**config.mk**
```make
export PLATFORM = sky130hd
export DESIGN_NAME = pcb_queue
export DESIGN_NICKNAME = d
export VERILOG_FILES = /design/src/sv/periodic_cell_binning_macros.svh /design/src/sv/pcb_pkg.sv /design/src/sv/pcb_queue.sv
export SDC_FILE = /design/constraint.sdc
export NUM_CORES = 1
export LEC_CHECK = 0
export ABC_AREA = 0
export BUFFER_PORTS_ARGS = -buffer_cell sky130_fd_sc_hd__buf_2
export CAP_MARGIN = 20
export CORE_MARGIN = 5
export CORE_UTILIZATION = 30
export CTS_CLUSTER_SIZE = 30
export DETAILED_ROUTE_END_ITERATION = 12
export PLACE_DENSITY_LB_ADDON = 0.25
export REMOVE_ABC_BUFFERS = 1
export SLEW_MARGIN = 20
export SYNTH_ARGS = -nofsm -noshare
export SYNTH_HDL_FRONTEND = slang
export SYNTH_SLANG_ARGS = --single-unit
```
**constraint.sdc**
```tcl
create_clock -name clock -period 5.55 [get_ports clock]
set_clock_uncertainty 0.05 [all_clocks]
set_input_delay 0.555 -clock clock [delete_from_list [all_inputs] [get_ports clock]]
set_output_delay 0.555 -clock clock [all_outputs]
set_load 0.01 [all_outputs]
```
**src/sv/periodic_cell_binning_macros.svh**
```systemverilog
// Assertion macros for the cell binning RTL
`ifndef PERIODIC_CELL_BINNING_MACROS_SVH
`define PERIODIC_CELL_BINNING_MACROS_SVH

// same-cycle implication
`define PCB_ASSERT_IMP(lbl, clk, rst, a, b) \
   lbl: assert property (@(posedge clk) disable iff (rst) (a) |-> (b)) \
      else $error("cell binning check failed");

// next-cycle implication
`define PCB_ASSERT_NXT(lbl, clk, rst, a, b) \
   lbl: assert property (@(posedge clk) disable iff (rst) (a) |=> (b)) \
      else $error("cell binning check failed");

`endif

```
**src/sv/pcb_pkg.sv**
```systemverilog
// Types, constants and helpers for the periodic cell binning block
package pcb_pkg;
   localparam int MAX_CELLS_SIDE = 64;
   localparam int CELL_CAPACITY  = 8;
   localparam int NUM_CELLS      = MAX_CELLS_SIDE * MAX_CELLS_SIDE;
   localparam int IDX_W          = 12;
   localparam int OCC_W          = $clog2(CELL_CAPACITY + 1);
   localparam int SLOT_W         = 3;

   localparam logic [1:0] STATUS_OK      = 2'd0;
   localparam logic [1:0] STATUS_FULL    = 2'd1;
   localparam logic [1:0] STATUS_OUTSIDE = 2'd2;

   localparam logic [2:0] CSR_CELLS_ACROSS = 3'd0;
   localparam logic [2:0] CSR_CELLS_DOWN   = 3'd1;
   localparam logic [2:0] CSR_BOX_WIDTH    = 3'd2;
   localparam logic [2:0] CSR_BOX_HEIGHT   = 3'd3;
   localparam logic [2:0] CSR_CELL_WIDTH   = 3'd4;
   localparam logic [2:0] CSR_CELL_HEIGHT  = 3'd5;

   typedef struct packed {
      logic [6:0]  cells_across;
      logic [6:0]  cells_down;
      logic [30:0] box_width;
      logic [30:0] box_height;
      logic [30:0] cell_width;
      logic [30:0] cell_height;
   } cfg_type;

   typedef struct packed {
      logic [IDX_W-1:0]   cell_index;
      logic signed [31:0] offset_x;
      logic signed [31:0] offset_y;
      logic               wrapped_x;
      logic               wrapped_y;
      logic               outside;
   } bin_item_type;

   typedef struct packed {
      logic [IDX_W-1:0]   cell_index;
      logic [SLOT_W-1:0]  slot;
      logic signed [31:0] offset_x;
      logic signed [31:0] offset_y;
      logic               wrapped_x;
      logic               wrapped_y;
      logic [1:0]         status;
   } result_type;

   typedef struct packed {
      logic clearing;
   } back_status_type;

   function automatic logic [6:0] eff_count(logic [6:0] n);
      logic [6:0] r;
      r = n;
      if (n == 7'd0) r = 7'd1;
      else if (n > 7'(MAX_CELLS_SIDE)) r = 7'(MAX_CELLS_SIDE);
      return r;
   endfunction

   function automatic logic [30:0] eff_len(logic [30:0] c);
      return (c == 31'd0) ? 31'd1 : c;
   endfunction
endpackage

```
**src/sv/pcb_queue.sv**
```systemverilog
// Two-entry queue between the binning front end and the occupancy back end
module pcb_queue import pcb_pkg::*; (
   input  logic         clock,
   input  logic         reset,
   input  logic         push_valid,
   output logic         push_ready,
   input  bin_item_type push_item,
   output logic         pop_valid,
   input  logic         pop_ready,
   output bin_item_type pop_item
);
   bin_item_type slots_ff [2];
   logic         wr_ptr_ff, rd_ptr_ff;
   logic [1:0]   count_ff;
   logic         do_push, do_pop;

   assign push_ready = (count_ff != 2'd2);
   assign pop_valid  = (count_ff != 2'd0);
   assign pop_item   = slots_ff[rd_ptr_ff];
   assign do_push    = push_valid && push_ready;
   assign do_pop     = pop_valid && pop_ready;

   always_ff @(posedge clock) begin
      if (reset) begin
         wr_ptr_ff <= 1'b0;
         rd_ptr_ff <= 1'b0;
         count_ff  <= 2'd0;
      end else begin
         if (do_push) wr_ptr_ff <= !wr_ptr_ff;
         if (do_pop) rd_ptr_ff <= !rd_ptr_ff;
         count_ff <= count_ff + {1'b0, do_push} - {1'b0, do_pop};
      end
      if (do_push) slots_ff[wr_ptr_ff] <= push_item;
   end
endmodule

```
==> impl_metrics.ini, run 1 <==
[floorplanning]
die_w_um = 151
core_area_um2 = 19500
initial_core_util = 0.306
die_area_um2 = 22800
std_cell_rows = 51
ioPinCount = 164
fp.dieH_um = 151

[synthesis]
synth_top_area_share = 0.794
synth_warnings = 0
synth_top_family_by_area = multiplexers
synth-compound-area-share = 0.00733
ys_top_cells_by_area = edfxtp_1 (79%), mux2_2 (14%), dfxtp_1 (1.7%)
syn_area_um2 = 5980
ys_ff_latch = 163
synth.distinct_cells = 24
yosys.area.top_type = edfxtp_1
yosysSeqAreaShare = 0.811
synth_xor_area_frac = 0.00147
synthMuxAreaShare = 0.153
netlist_instances = 275
synth_simple_gate_area_share = 0.0144
synth_fa_ha_area_frac = 0.00209
avgSynthCellArea_um2 = 21.7

[timing]
slew_headroom = 0.455
fin_crit_ns = 2.68
finalSetupViolations = 0
max_freq_mhz = 374
finalHoldViolCount = 0
whs_ns = 0.280
fin_ws_ns = 2.87
fin_crit_sh = 0.482
drv_slew = 0
rsz0062_at_grt = no
setup_tns_ns = 0
tightest_slew_ns = 0.818

[cts]
ctsResizeCount = 0
cts_tree = yes
clkSinkCount = 163
htree_num_levels = 4
post_cts_buffers = 0
cts_buffer_depth = 2
clk_pin_slew_ns = 0.06
cts_buffers = 17
holdBufCountCts = 0
ctsRootBufferMaster = clkbuf_16
insertion_delay_ns = 0.41

[critical_path]
start_kind = flop
r2r_slack_ns = 3.17
ff2ff_path_depth = 4
worstSetupEndpointType = primary output
worst-setup-path-type = flop to primary output
worst_ep_arrival_time_ns = 2.07
crit_required_ns = 4.95
cp_max_fo = 47

[finish]
n_antenna_cell = 0
drive_gt1_frac = 0.593
layout.nets = 535
final_cells = 729
final_common_cell = buf_2
final_cell_mix = buf_2 (163), edfxtp_1 (158), mux2_2 (73)
area_growth_syn_to_layout_pct = 27.3

[placement]
place_ws_ns = 3.03
dp.final_hpwl_um = 7720
place.gp.congestion = 0.720
port_buffers = 163
dp_cells = 697

[worst_hold_path]
holdPathStages = 1
min_path_type = input pin to flop

[job]
cap_violations = 0

[route]
drt_iter0_drc = 85
drt-total-wl_um = 11800
dr_total_vias = 3069
first_pass_iters = 4
ant_nets = 0
vias_per_cell = 4.21
avgRoutedWirePerCell_um = 16.2
drc = 0

[global_route]
grt_max_degree = 48
grt_pass1_wl_um = 17900
grt_usage = 0.104
grt-ovfl-total = 0
antenna_found_initial = 0
grt_pass1_vias = 3435

[power]
powerDensity_nw_per_um2 = 418
p_leak_nw = 2.80
peakVddDrop_mv = 0.229

[run_status]
status = finished clean
cells by family after synthesis:
| kind of cell | after synthesis |
|---|---|
| simple gates | 15 |
| mux | 79 |
| compound gates | 6 |
| flops | 163 |
| fa+ha+maj | 1 |
| buf+inv | 10 |
| xor+xnor | 1 |
flip-flops by register name, indices dropped and copies added (netlist names), named ones only:
signal,cells
slots_ff,158
count_ff,2
rd_ptr_ff,1
wr_ptr_ff,1
per-layer routing:
metal | global-route usage | part of all wire
met3 | 0.0422 | 0.075
met4 | 0.0399 | 0.012
met5 | 0 | 0
met2 | 0.173 | 0.50
met1 | 0.120 | 0.42
cell usage after synthesis, drive strengths merged:
| master | count |
|---|---|
| nand2b | 1 |
| dfxtp | 5 |
| nand3b | 1 |
| nand3 | 1 |
| xor2 | 1 |
| a21oi | 1 |
| nor4 | 1 |
| and3 | 2 |
| o21ai | 2 |
| nor2 | 4 |
| edfxtp | 158 |
| buf | 9 |
| nor3 | 1 |
| nor2b | 2 |
| mux2 | 79 |
| or2 | 1 |
| nor4bb | 1 |
| ha | 1 |
| o31a | 1 |
| o21ba | 1 |
| inv | 1 |
| a21bo | 1 |
report_power, final:
part           switching (mW)  internal [mW]
clock                   0.447          0.565
sequential             0.0718           1.50
combinational           0.296          0.300
total                   0.815           2.36
path summary, 6_finish.rpt:
kind	from	endpoint
setup / recovery	flop	pop_item[13]
hold / removal	push_item[1]	slots_ff[1][1]
setup reg to reg	count_ff[0]	slots_ff[0][66]
hold reg to reg	rd_ptr_ff	flop
metrics by stage:
step           total power, mW  area, µm²   util
6_report                  3.18       7610  0.390
5_1_grt                   3.33       7610  0.390
4_1_cts                   3.24       7610  0.390
3_5_place_dp              2.21       7100  0.364
3_3_place_gp              2.19       7080  0.363
2_1_floorplan             1.95       5910      -
worst max-delay path: stages (launching register included):
cell and delay [ns]:
dfxtp_4 0.82, buf_12 0.30, mux2_2 0.37, buf_2 0.14
final cells by class:
cell class                 instances  area, µm²
fill                            1876      11900
clock inverter                    11       63.8
sequential                       163       4850
clock buffer                      21        440
multi-input combinational        102       1070
inverter                           1       5.00
tap                              265        332
timing repair buffer             166        851
No activity file was read; power rests on OpenSTA's default activity.
==> run 2, diff against run 1 <==
Clock period 5.55 ns to 2.8 ns, I/O delays scaled along.
==> run 2 against run 1 <==
  * Via count grew 9.6%
  * Clock power grew 110%
  * Core utilization grew 4.0 points
  * Largest power group unchanged
  * First-iteration DRC count grew 15%
  * Flip-flop and latch count is the same
  * Worst hold slack lost 0.26 ns
  * Worst setup slack lost 2.4 ns
  * Count of clock-buffer cells in the layout grew 2
==> impl_metrics.ini, run 2 (synthesis results as in run 1) <==
[critical_path]
r2r-start = count_ff[0]
start_kind = flop
crit_required_ns = 2.47
worstSetupEndpointType = primary output
worstPathCellList = buf_4, mux2_2, buf_2
cp_max_fo = 37
worst-setup-path-type = flop to primary output
worst_ep_arrival_time_ns = 1.97
crit_path_top_delay_cell = dfxtp_4
slowest_delay_ns = 0.71

[timing]
max_freq_mhz = 435
fin_crit_sh = 0.821
slew_headroom = 0.625
finalSetupViolations = 0
tightest_slew_ns = 0.563
fin_ws_ns = 0.501
setup_tns_ns = 0
fin_crit_ns = 2.30
drv_slew = 0
whs_ns = 0.0211
finalHoldViolCount = 0
rsz0062_at_grt = no

[cts]
ctsResizeCount = 0
clkSinkCount = 163
ctsRootBufferMaster = clkbuf_16
post_cts_buffers = 0
cts_buffer_depth = 2
htree_num_levels = 4
insertion_delay_ns = 0.41
cts_tree = yes
cts_buffers = 17
clk_pin_slew_ns = 0.06
holdBufCountCts = 66

[floorplanning]
std_cell_rows = 51
die_area_um2 = 22800
core_area_um2 = 19500
fp.dieH_um = 151
ioPinCount = 164
initial_core_util = 0.306
die_w_um = 151

[finish]
final_cell_mix = buf_2 (163), edfxtp_1 (158), mux2_2 (73)
largest_register = slots_ff
largest_reg_flops = 158
fill_cells = 1810
drive_gt1_frac = 0.519
n_antenna_cell = 0
final_cells = 801
final_common_cell = buf_2
layout.nets = 607
largest_registers = slots_ff x158, count_ff x2
area_growth_syn_to_layout_pct = 40.3

[placement]
place_ws_ns = 0.873
port_buffers = 163
place.gp.congestion = 0.694
dp.final_hpwl_um = 7920
dp_cells = 700

[global_route]
grt_pass1_wl_um = 18800
grt_max_degree = 38
grt-ovfl-total = 0
use_met1 = 0.121
grt_pass1_vias = 3725
busiest_layer = met2
grtUsageMet3 = 0.0413
antenna_found_initial = 0
grtUsageMet2 = 0.189
grt_usage = 0.108

[power]
powerDensity_nw_per_um2 = 776
power_mw = 6.50
p_leak_nw = 3.13
peakVddDrop_mv = 0.475

[route]
dr_total_vias = 3363
drt_iter0_drc = 98
first_pass_iters = 4
drc = 0
vias_per_cell = 4.20
ant_nets = 0
avgRoutedWirePerCell_um = 15.3
drt-total-wl_um = 12300

[worst_hold_path]
holdCritStartpoint = push_item[24]
min_path_type = input pin to flop

[run_status]
status = finished clean

[job]
cap_violations = 0
==> run 2: cell types whose count changed in the layout (fill, tap and decap cells not counted), sizes merged <==
cell	delta
dlygate4sd3	+69
buf	+3
clkbuf	+2
clkinv	-2
bufinv	+1
clkinvlp	-1
==> run 2: routing by layer <==
layer | wire length, µm | up-vias
met5 | 0 | -
met3 | 869 | 8
li1 | - | 1590
met1 | 4950 | 1665
met4 | 125 | 0
met2 | 6340 | 100
==> run 2: stage by stage <==
step           cell area, µm²   util
2_1_floorplan            5910      -
3_3_place_gp             7160  0.367
3_5_place_dp             7160  0.367
4_1_cts                  8360  0.428
5_1_grt                  8390  0.429
6_report                 8390  0.429
==> run 2: path summary, 6_finish.rpt <==
kind                                         to  slack, ns  depth (start not counted)
worst max-delay path               pop_item[13]       0.50                          3
worst min-delay path            slots_ff[0][24]       0.02                          1
worst max register to register  slots_ff[1][36]       0.92                          3
worst min register to register             flop       0.45                          2
==> run 2: worst max-delay path: cells and delay by family, from the launching register on <==
family | cells | cell delay [ns]
multiplexers | 1 | 0.35
flip-flops | 1 | 0.71
buffers and inverters | 2 | 0.48
==> run 2: area by class of cell <==
class,instances,area (µm²),area share
repair buffers,238,1600,0.191
inverters,1,5.00,0.000597
well taps,265,332,0.0395
clock buffers,23,448,0.0534
multi-input cells,102,1070,0.127
flip-flops and latches,163,4850,0.578
clock inverters,9,82.6,0.00985
==> run 2: where the power goes <==
group | switching (mW) | internal (mW) | leakage [nW]
combinational | 0.622 | 0.683 | 1.35
sequential | 0.123 | 2.96 | 1.52
clock | 0.891 | 1.22 | 0.259
total | 1.64 | 4.87 | 3.13
