==> config.mk <==
export PLATFORM = sky130hd
export DESIGN_NAME = pcb_front
export DESIGN_NICKNAME = d
export VERILOG_FILES = /design/src/sv/periodic_cell_binning_macros.svh /design/src/sv/pcb_pkg.sv /design/src/sv/pcb_front.sv
export SDC_FILE = /design/constraint.sdc
export NUM_CORES = 1
export LEC_CHECK = 0
export BUFFER_PORTS_ARGS = -buffer_cell sky130_fd_sc_hd__buf_2
export CORE_ASPECT_RATIO = 2
export CORE_MARGIN = 1
export CORE_UTILIZATION = 35
export CTS_CLUSTER_SIZE = 8
export DETAILED_ROUTE_END_ITERATION = 7
export PLACE_DENSITY = 0.54
export RECOVER_POWER = 25
export SLEW_MARGIN = 30
export SYNTH_ARGS = -nofsm -noshare
export SYNTH_HDL_FRONTEND = slang
export SYNTH_SLANG_ARGS = --single-unit
==> constraint.sdc <==
create_clock -name clock -period 28.1 [get_ports clock]
set_input_delay 4.215 -clock clock [delete_from_list [all_inputs] [get_ports clock]]
set_output_delay 4.215 -clock clock [all_outputs]
set_load 0.01 [all_outputs]
==> src/sv/periodic_cell_binning_macros.svh <==
// Assertion macros for the cell binning RTL
`ifndef PERIODIC_CELL_BINNING_MACROS_SVH
`define PERIODIC_CELL_BINNING_MACROS_SVH

// same-cycle implication
`define PCB_ASSERT_IMP(lbl, clk, rst, a, b) \
   lbl: assert property (@(posedge clk) disable iff (rst) (a) |-> (b)) \
      else $error("cell binning check failed");

// next-cycle implication
`define PCB_ASSERT_NXT(lbl, clk, rst, a, b) \
   lbl: assert property (@(posedge clk) disable iff (rst) (a) |=> (b)) \
      else $error("cell binning check failed");

`endif

==> src/sv/pcb_pkg.sv <==
// Types, constants and helpers for the periodic cell binning block
package pcb_pkg;
   localparam int MAX_CELLS_SIDE = 64;
   localparam int CELL_CAPACITY  = 8;
   localparam int NUM_CELLS      = MAX_CELLS_SIDE * MAX_CELLS_SIDE;
   localparam int IDX_W          = 12;
   localparam int OCC_W          = $clog2(CELL_CAPACITY + 1);
   localparam int SLOT_W         = 3;

   localparam logic [1:0] STATUS_OK      = 2'd0;
   localparam logic [1:0] STATUS_FULL    = 2'd1;
   localparam logic [1:0] STATUS_OUTSIDE = 2'd2;

   localparam logic [2:0] CSR_CELLS_ACROSS = 3'd0;
   localparam logic [2:0] CSR_CELLS_DOWN   = 3'd1;
   localparam logic [2:0] CSR_BOX_WIDTH    = 3'd2;
   localparam logic [2:0] CSR_BOX_HEIGHT   = 3'd3;
   localparam logic [2:0] CSR_CELL_WIDTH   = 3'd4;
   localparam logic [2:0] CSR_CELL_HEIGHT  = 3'd5;

   typedef struct packed {
      logic [6:0]  cells_across;
      logic [6:0]  cells_down;
      logic [30:0] box_width;
      logic [30:0] box_height;
      logic [30:0] cell_width;
      logic [30:0] cell_height;
   } cfg_type;

   typedef struct packed {
      logic [IDX_W-1:0]   cell_index;
      logic signed [31:0] offset_x;
      logic signed [31:0] offset_y;
      logic               wrapped_x;
      logic               wrapped_y;
      logic               outside;
   } bin_item_type;

   typedef struct packed {
      logic [IDX_W-1:0]   cell_index;
      logic [SLOT_W-1:0]  slot;
      logic signed [31:0] offset_x;
      logic signed [31:0] offset_y;
      logic               wrapped_x;
      logic               wrapped_y;
      logic [1:0]         status;
   } result_type;

   typedef struct packed {
      logic clearing;
   } back_status_type;

   function automatic logic [6:0] eff_count(logic [6:0] n);
      logic [6:0] r;
      r = n;
      if (n == 7'd0) r = 7'd1;
      else if (n > 7'(MAX_CELLS_SIDE)) r = 7'(MAX_CELLS_SIDE);
      return r;
   endfunction

   function automatic logic [30:0] eff_len(logic [30:0] c);
      return (c == 31'd0) ? 31'd1 : c;
   endfunction
endpackage

==> src/sv/pcb_front.sv <==
// Front end: per-axis cell search by shift-subtract division, offsets, wrap
module pcb_front import pcb_pkg::*; (
   input  logic         clock,
   input  logic         reset,
   input  logic         in_valid,
   output logic         in_ready,
   input  logic [31:0]  pos_x,
   input  logic [31:0]  pos_y,
   input  cfg_type      cfg,
   output logic         push_valid,
   input  logic         push_ready,
   output bin_item_type push_item
);
   typedef enum logic [3:0] {
      F_IDLE = 4'b0001,
      F_DIV  = 4'b0010,
      F_FIN  = 4'b0100,
      F_PUSH = 4'b1000
   } front_state_type;

   typedef struct packed {
      logic        ok;
      logic        wrap;
      logic [5:0]  idx;
      logic [31:0] off;
   } axis_res_type;

   function automatic axis_res_type axis_finish(logic signed [35:0] s, logic [34:0] rem,
                                                logic [6:0] q, logic [6:0] n,
                                                logic [30:0] c, logic [30:0] box);
      axis_res_type       r;
      logic signed [37:0] d;
      logic signed [36:0] h;
      r.ok   = !s[35] && ({4'b0, rem} < {7'b0, c, 1'b0}) && (q <= n);
      r.wrap = (q == n);
      if (r.wrap)
         d = $signed({{2{s[35]}}, s}) - $signed({6'b0, box, 1'b0}) - $signed({7'b0, c});
      else
         d = $signed({3'b0, rem}) - $signed({7'b0, c});
      h = d[37:1];
      // saturate the halved offset to 32 bits
      if (!h[36] && (|h[36:31]))
         r.off = 32'h7FFF_FFFF;
      else if (h[36] && !(&h[36:31]))
         r.off = 32'h8000_0000;
      else
         r.off = h[31:0];
      r.idx = r.wrap ? 6'd0 : q[5:0];
      return r;
   endfunction

   front_state_type    state_ff, state_in;
   logic [2:0]         step_ff, step_in;
   logic signed [35:0] sx_ff, sx_in, sy_ff, sy_in;
   logic [34:0]        remx_ff, remx_in, remy_ff, remy_in;
   logic [37:0]        dvx_ff, dvx_in, dvy_ff, dvy_in;
   logic [6:0]         qx_ff, qx_in, qy_ff, qy_in;
   bin_item_type       item_ff, item_in;
   logic [30:0]        cx, cy;
   logic [6:0]         nx, ny;
   logic               gex, gey;
   axis_res_type       rx, ry;
   logic [12:0]        lin;

   assign cx  = eff_len(cfg.cell_width);
   assign cy  = eff_len(cfg.cell_height);
   assign nx  = eff_count(cfg.cells_across);
   assign ny  = eff_count(cfg.cells_down);
   assign gex = ({3'b0, remx_ff} >= dvx_ff);
   assign gey = ({3'b0, remy_ff} >= dvy_ff);
   assign rx  = axis_finish(sx_ff, remx_ff, qx_ff, nx, cx, cfg.box_width);
   assign ry  = axis_finish(sy_ff, remy_ff, qy_ff, ny, cy, cfg.box_height);
   assign lin = 13'(ry.idx * nx) + {7'b0, rx.idx};

   assign in_ready   = (state_ff == F_IDLE);
   assign push_valid = (state_ff == F_PUSH);
   assign push_item  = item_ff;

   always_comb begin
      state_in = state_ff;
      step_in  = step_ff;
      sx_in    = sx_ff;
      sy_in    = sy_ff;
      remx_in  = remx_ff;
      remy_in  = remy_ff;
      dvx_in   = dvx_ff;
      dvy_in   = dvy_ff;
      qx_in    = qx_ff;
      qy_in    = qy_ff;
      item_in  = item_ff;
      case (state_ff)
         F_IDLE: begin
            if (in_valid) begin
               sx_in    = ($signed({{4{pos_x[31]}}, pos_x}) <<< 1)
                          + $signed({5'b0, cfg.box_width});
               sy_in    = ($signed({{4{pos_y[31]}}, pos_y}) <<< 1)
                          + $signed({5'b0, cfg.box_height});
               remx_in  = sx_in[34:0];
               remy_in  = sy_in[34:0];
               dvx_in   = {cx, 7'b0};
               dvy_in   = {cy, 7'b0};
               qx_in    = 7'd0;
               qy_in    = 7'd0;
               step_in  = 3'd0;
               state_in = F_DIV;
            end
         end
         F_DIV: begin
            // one quotient bit per cycle on each axis
            if (gex) remx_in = remx_ff - dvx_ff[34:0];
            if (gey) remy_in = remy_ff - dvy_ff[34:0];
            qx_in   = {qx_ff[5:0], gex};
            qy_in   = {qy_ff[5:0], gey};
            dvx_in  = dvx_ff >> 1;
            dvy_in  = dvy_ff >> 1;
            step_in = step_ff + 3'd1;
            if (step_ff == 3'd6) state_in = F_FIN;
         end
         F_FIN: begin
            item_in.outside = !(rx.ok && ry.ok);
            if (rx.ok && ry.ok) begin
               item_in.cell_index = lin[IDX_W-1:0];
               item_in.offset_x   = rx.off;
               item_in.offset_y   = ry.off;
               item_in.wrapped_x  = rx.wrap;
               item_in.wrapped_y  = ry.wrap;
            end else begin
               item_in.cell_index = '0;
               item_in.offset_x   = '0;
               item_in.offset_y   = '0;
               item_in.wrapped_x  = 1'b0;
               item_in.wrapped_y  = 1'b0;
            end
            state_in = F_PUSH;
         end
         F_PUSH: begin
            if (push_ready) state_in = F_IDLE;
         end
         default: state_in = F_IDLE;
      endcase
   end

   always_ff @(posedge clock) begin
      if (reset) begin
         state_ff <= F_IDLE;
      end else begin
         state_ff <= state_in;
      end
      step_ff <= step_in;
      sx_ff   <= sx_in;
      sy_ff   <= sy_in;
      remx_ff <= remx_in;
      remy_ff <= remy_in;
      dvx_ff  <= dvx_in;
      dvy_ff  <= dvy_in;
      qx_ff   <= qx_in;
      qy_ff   <= qy_in;
      item_ff <= item_in;
   end
endmodule

==> impl_metrics.tcl <==
set metrics [dict create \
    status "finished with violations" \
    violations "capacitance limit, slew limit" \
    vias_per_cell 5.53 \
    switching_share_pct 43.2 \
    power_density_nw_per_um2 71.2 \
    worst_slew_pin_slew_ps 3720 \
    reg2reg_to "push_item[78]$_SDFFCE_PN0P_" \
    ys_ff_latch 314 \
    design_area_sq_um 34800 \
    synthAdderAreaFrac_pct 20.6 \
    cts_resized 0 \
    critPathMaxFanout 50 \
    synth.distinct_cells 77 \
    synthTopCellsByArea "edfxtp_1 30%, ha_1 15%, fa_1 5.8%, o21ai_0 5.3%, a21oi_1 4.8%" \
    drv_slew 315 \
    nFillCells 8929 \
    cp-start-kind "input port" \
    stdcell_count 4905 \
    critPathMaxStageDelay_ps 540 \
    grt_pass1_wl_um 166000 \
    cts-htree-levels 2 \
    comb_power_share_pct 51.6 \
    syn_area_per_cell_sq_um 8.91 \
    cts_buffer_depth 3 \
    rsz0062_at_grt "false" \
    fp-row-count 153 \
    synth.net_count 4124 \
    numCtsBuffers 45 \
    drcViolationCount 0 \
    period_share_pct 33.5 \
    ios 287 \
    clock-root-buffer "clkbuf_16" \
    fin_skew_ps 25.9 \
    intPower_mw 1.41 \
    whs_path_depth 2 \
    cts_tree "built" \
    timing.final.crit_period_ps 9430 \
    hold_viol_final 0 \
    clk_latency_ps 600 \
    syn_area_sq_um 30800 \
    synth_enable_flop_cells 310 \
    synth-simple-area-share_pct 14.8 \
    hpwl_um 91100 \
    grt_use_met2_pct 48.7 \
    clk_pin_slew_ps 60 \
    netlist_top_cells_count "366 x ha_1, 327 x o21ai_0, 313 x inv_1, 310 x edfxtp_1, 293 x a21oi_1" \
    grt_pass1_vias 28300 \
    maxCapViolCount 7 \
    yosys_warnings 0 \
    crit_required_ps 28410 \
    holdBufCountCts 0 \
    overflow 0 \
    final_nets 4381 \
    port-buffer-count 286 \
    syn_inst 3463 \
    synth_compound_area_share_pct 22.0 \
    core_sq_um 87100 \
    ir_drop_v 0.0000453 \
    yosysMostFrequentCell "ha_1" \
    die_w_um 212 \
    track_usage_pct 24.8 \
    relSlewSlack_pct -148 \
    async_flop_share_pct 0 \
    yosysSeqAreaShare_pct 30.4 \
    r2r_cells 24 \
    initial_core_util_pct 35.4 \
    grt-busiest-layer "met2" \
    setup_violations 0 \
    min_from "dvx_ff[6]$_SDFFCE_PN0P_" \
    end_kind "register" \
    p_clk_share_pct 21.4 \
    seqCellArea_sq_um 9390 \
    hp-class "register to register" \
    gp_congestion 0.946 \
    vias 27100 \
    grt_util_met1_pct 24.1 \
    die_h_um 422 \
    grt_use_met3_pct 2.23 \
    slowest_stage "fa_1" \
    drt_iter0_drc 1263 \
    place_area_sq_um 33600 \
    dr.pass1.iters 5 \
    grt_max_degree 89 \
    path_class "input port to register" \
    die-area_sq_um 89400 \
    r2r_start "qy_ff[5]$_SDFFCE_PN0P_" \
    antenna_found_initial 4 \
    synth_ff_type "edfxtp_1" \
    power.leakage_nw 15.5 \
    whs_endpoint "dvx_ff[5]$_SDFFCE_PN0P_" \
    switchingPower_mw 1.07 \
    routed_wl_um 111000 \
    synth_mux_area_share_pct 0.730 \
    finalSetupTns_ps 0 \
    area_growth_pct 12.7 \
    crit_arrival_ps 9740 \
    post_cts_buffers 0 \
    multiInputGateArea_sq_um 19900 \
    clock_sinks 314 \
    placed_cells 4835 \
    drive_above_1_share_pct 10.0 \
    wl_per_cell_um 22.6 \
    synth_top_cell_by_area "edfxtp_1" \
    fmax_ghz 0.106 \
    drtAntennaViolNets 0 \
    p_seq_share_pct 27.0 \
    rrSetupSlack_ps 22080 \
    netlist.area_leader.share_pct 30.2 \
    synthXorXnorAreaFrac_pct 6.39 \
    synth_top_family_by_area "compound AO/OA/AOI/OAI gates" \
]
==> placed cells by master (no fill, tap or decap), drive strengths merged, types with 145 or more instances in the layout <==
| cell | netlist | layout |
|---|---|---|
| nor2 | 248 | 248 |
| xnor2 | 145 | 145 |
| buf | 15 | 279 |
| a21oi | 293 | 293 |
| nand2 | 280 | 280 |
| inv | 313 | 313 |
| ha | 366 | 366 |
| edfxtp | 310 | 310 |
| o21ai | 332 | 332 |
| a21o | 151 | 151 |
==> kinds of logic after synthesis <==
logic type | Yosys count
AO/OA/AOI/OAI | 1093
AND/OR/NAND/NOR | 945
adder cells (fa/ha/maj) | 455
buffers and inverters | 410
flip-flops | 314
XOR/XNOR | 225
multiplexers | 21
==> registers in the layout (all words and copies together), names as in the netlist <==
signal	cells
dvy_ff	38
remy_ff	35
remx_ff	35
qy_ff	7
state_ff	4
sy_ff	34
step_ff	3
sx_ff	34
push_item	79
dvx_ff	38
qx_ff	7
==> critical path: cells and delay by family <==
kind / cells / cell delay [ps]
AO/OA/AOI/OAI: 6 / 900
adder cells (fa/ha/maj): 6 / 2330
XOR/XNOR: 1 / 130
AND/OR/NAND/NOR: 8 / 1200
buffers and inverters: 6 / 930
==> area by class of cell <==
type	count	share of cell area (%)
sequential	314	27.0
antenna	1	0.00720
multi-input combinational	2739	57.3
tap	1162	4.18
inverter	313	3.38
clock inverter	2	0.0360
clock buffer	67	3.63
timing repair buffer	307	4.43
==> worst max path at each step <==
stage          depth (start not counted)  slack, ps                          end  startpoint
2_1_floorplan                         26      18250  push_item[78]$_SDFFCE_PN0P_    cfg[130]
3_3_place_gp                          18      18100  push_item[41]$_SDFFCE_PN0P_     cfg[50]
3_5_place_dp                          27      18060  push_item[78]$_SDFFCE_PN0P_    cfg[130]
4_1_cts                               27      18670  push_item[78]$_SDFFCE_PN0P_    cfg[130]
5_1_grt                               27      18230  push_item[78]$_SDFFCE_PN0P_    cfg[130]
6_report                              27      18670  push_item[78]$_SDFFCE_PN0P_    cfg[130]
==> metrics by stage <==
step           utilization, %  total power, mW  hold slack [ps]  setup WS [ps]
6_report                 39.9             2.48              545          18670
5_1_grt                  39.9             2.64              571          18230
4_1_cts                  40.0             2.49              555          18670
3_5_place_dp             38.5             1.94              546          18060
3_3_place_gp             38.5             1.94              537          18100
2_1_floorplan               -             1.55              513          18250
==> power by group through the flow <==
stage               combinational (mW)  clock [mW]  sequential (mW)
finish                            1.28       0.530            0.669
detailed placement                1.26           0            0.679
floorplan                        0.899           0            0.656
global placement                  1.26           0            0.678
CTS                               1.27       0.544            0.670
global route                      1.41       0.557            0.677
==> metal layers <==
metal,vias up,wire (um)
met5,-,0
met4,0,7940
met3,266,3610
met2,761,60600
met1,13000,38900
li1,13100,-
Power figures use the tool's default switching activity.
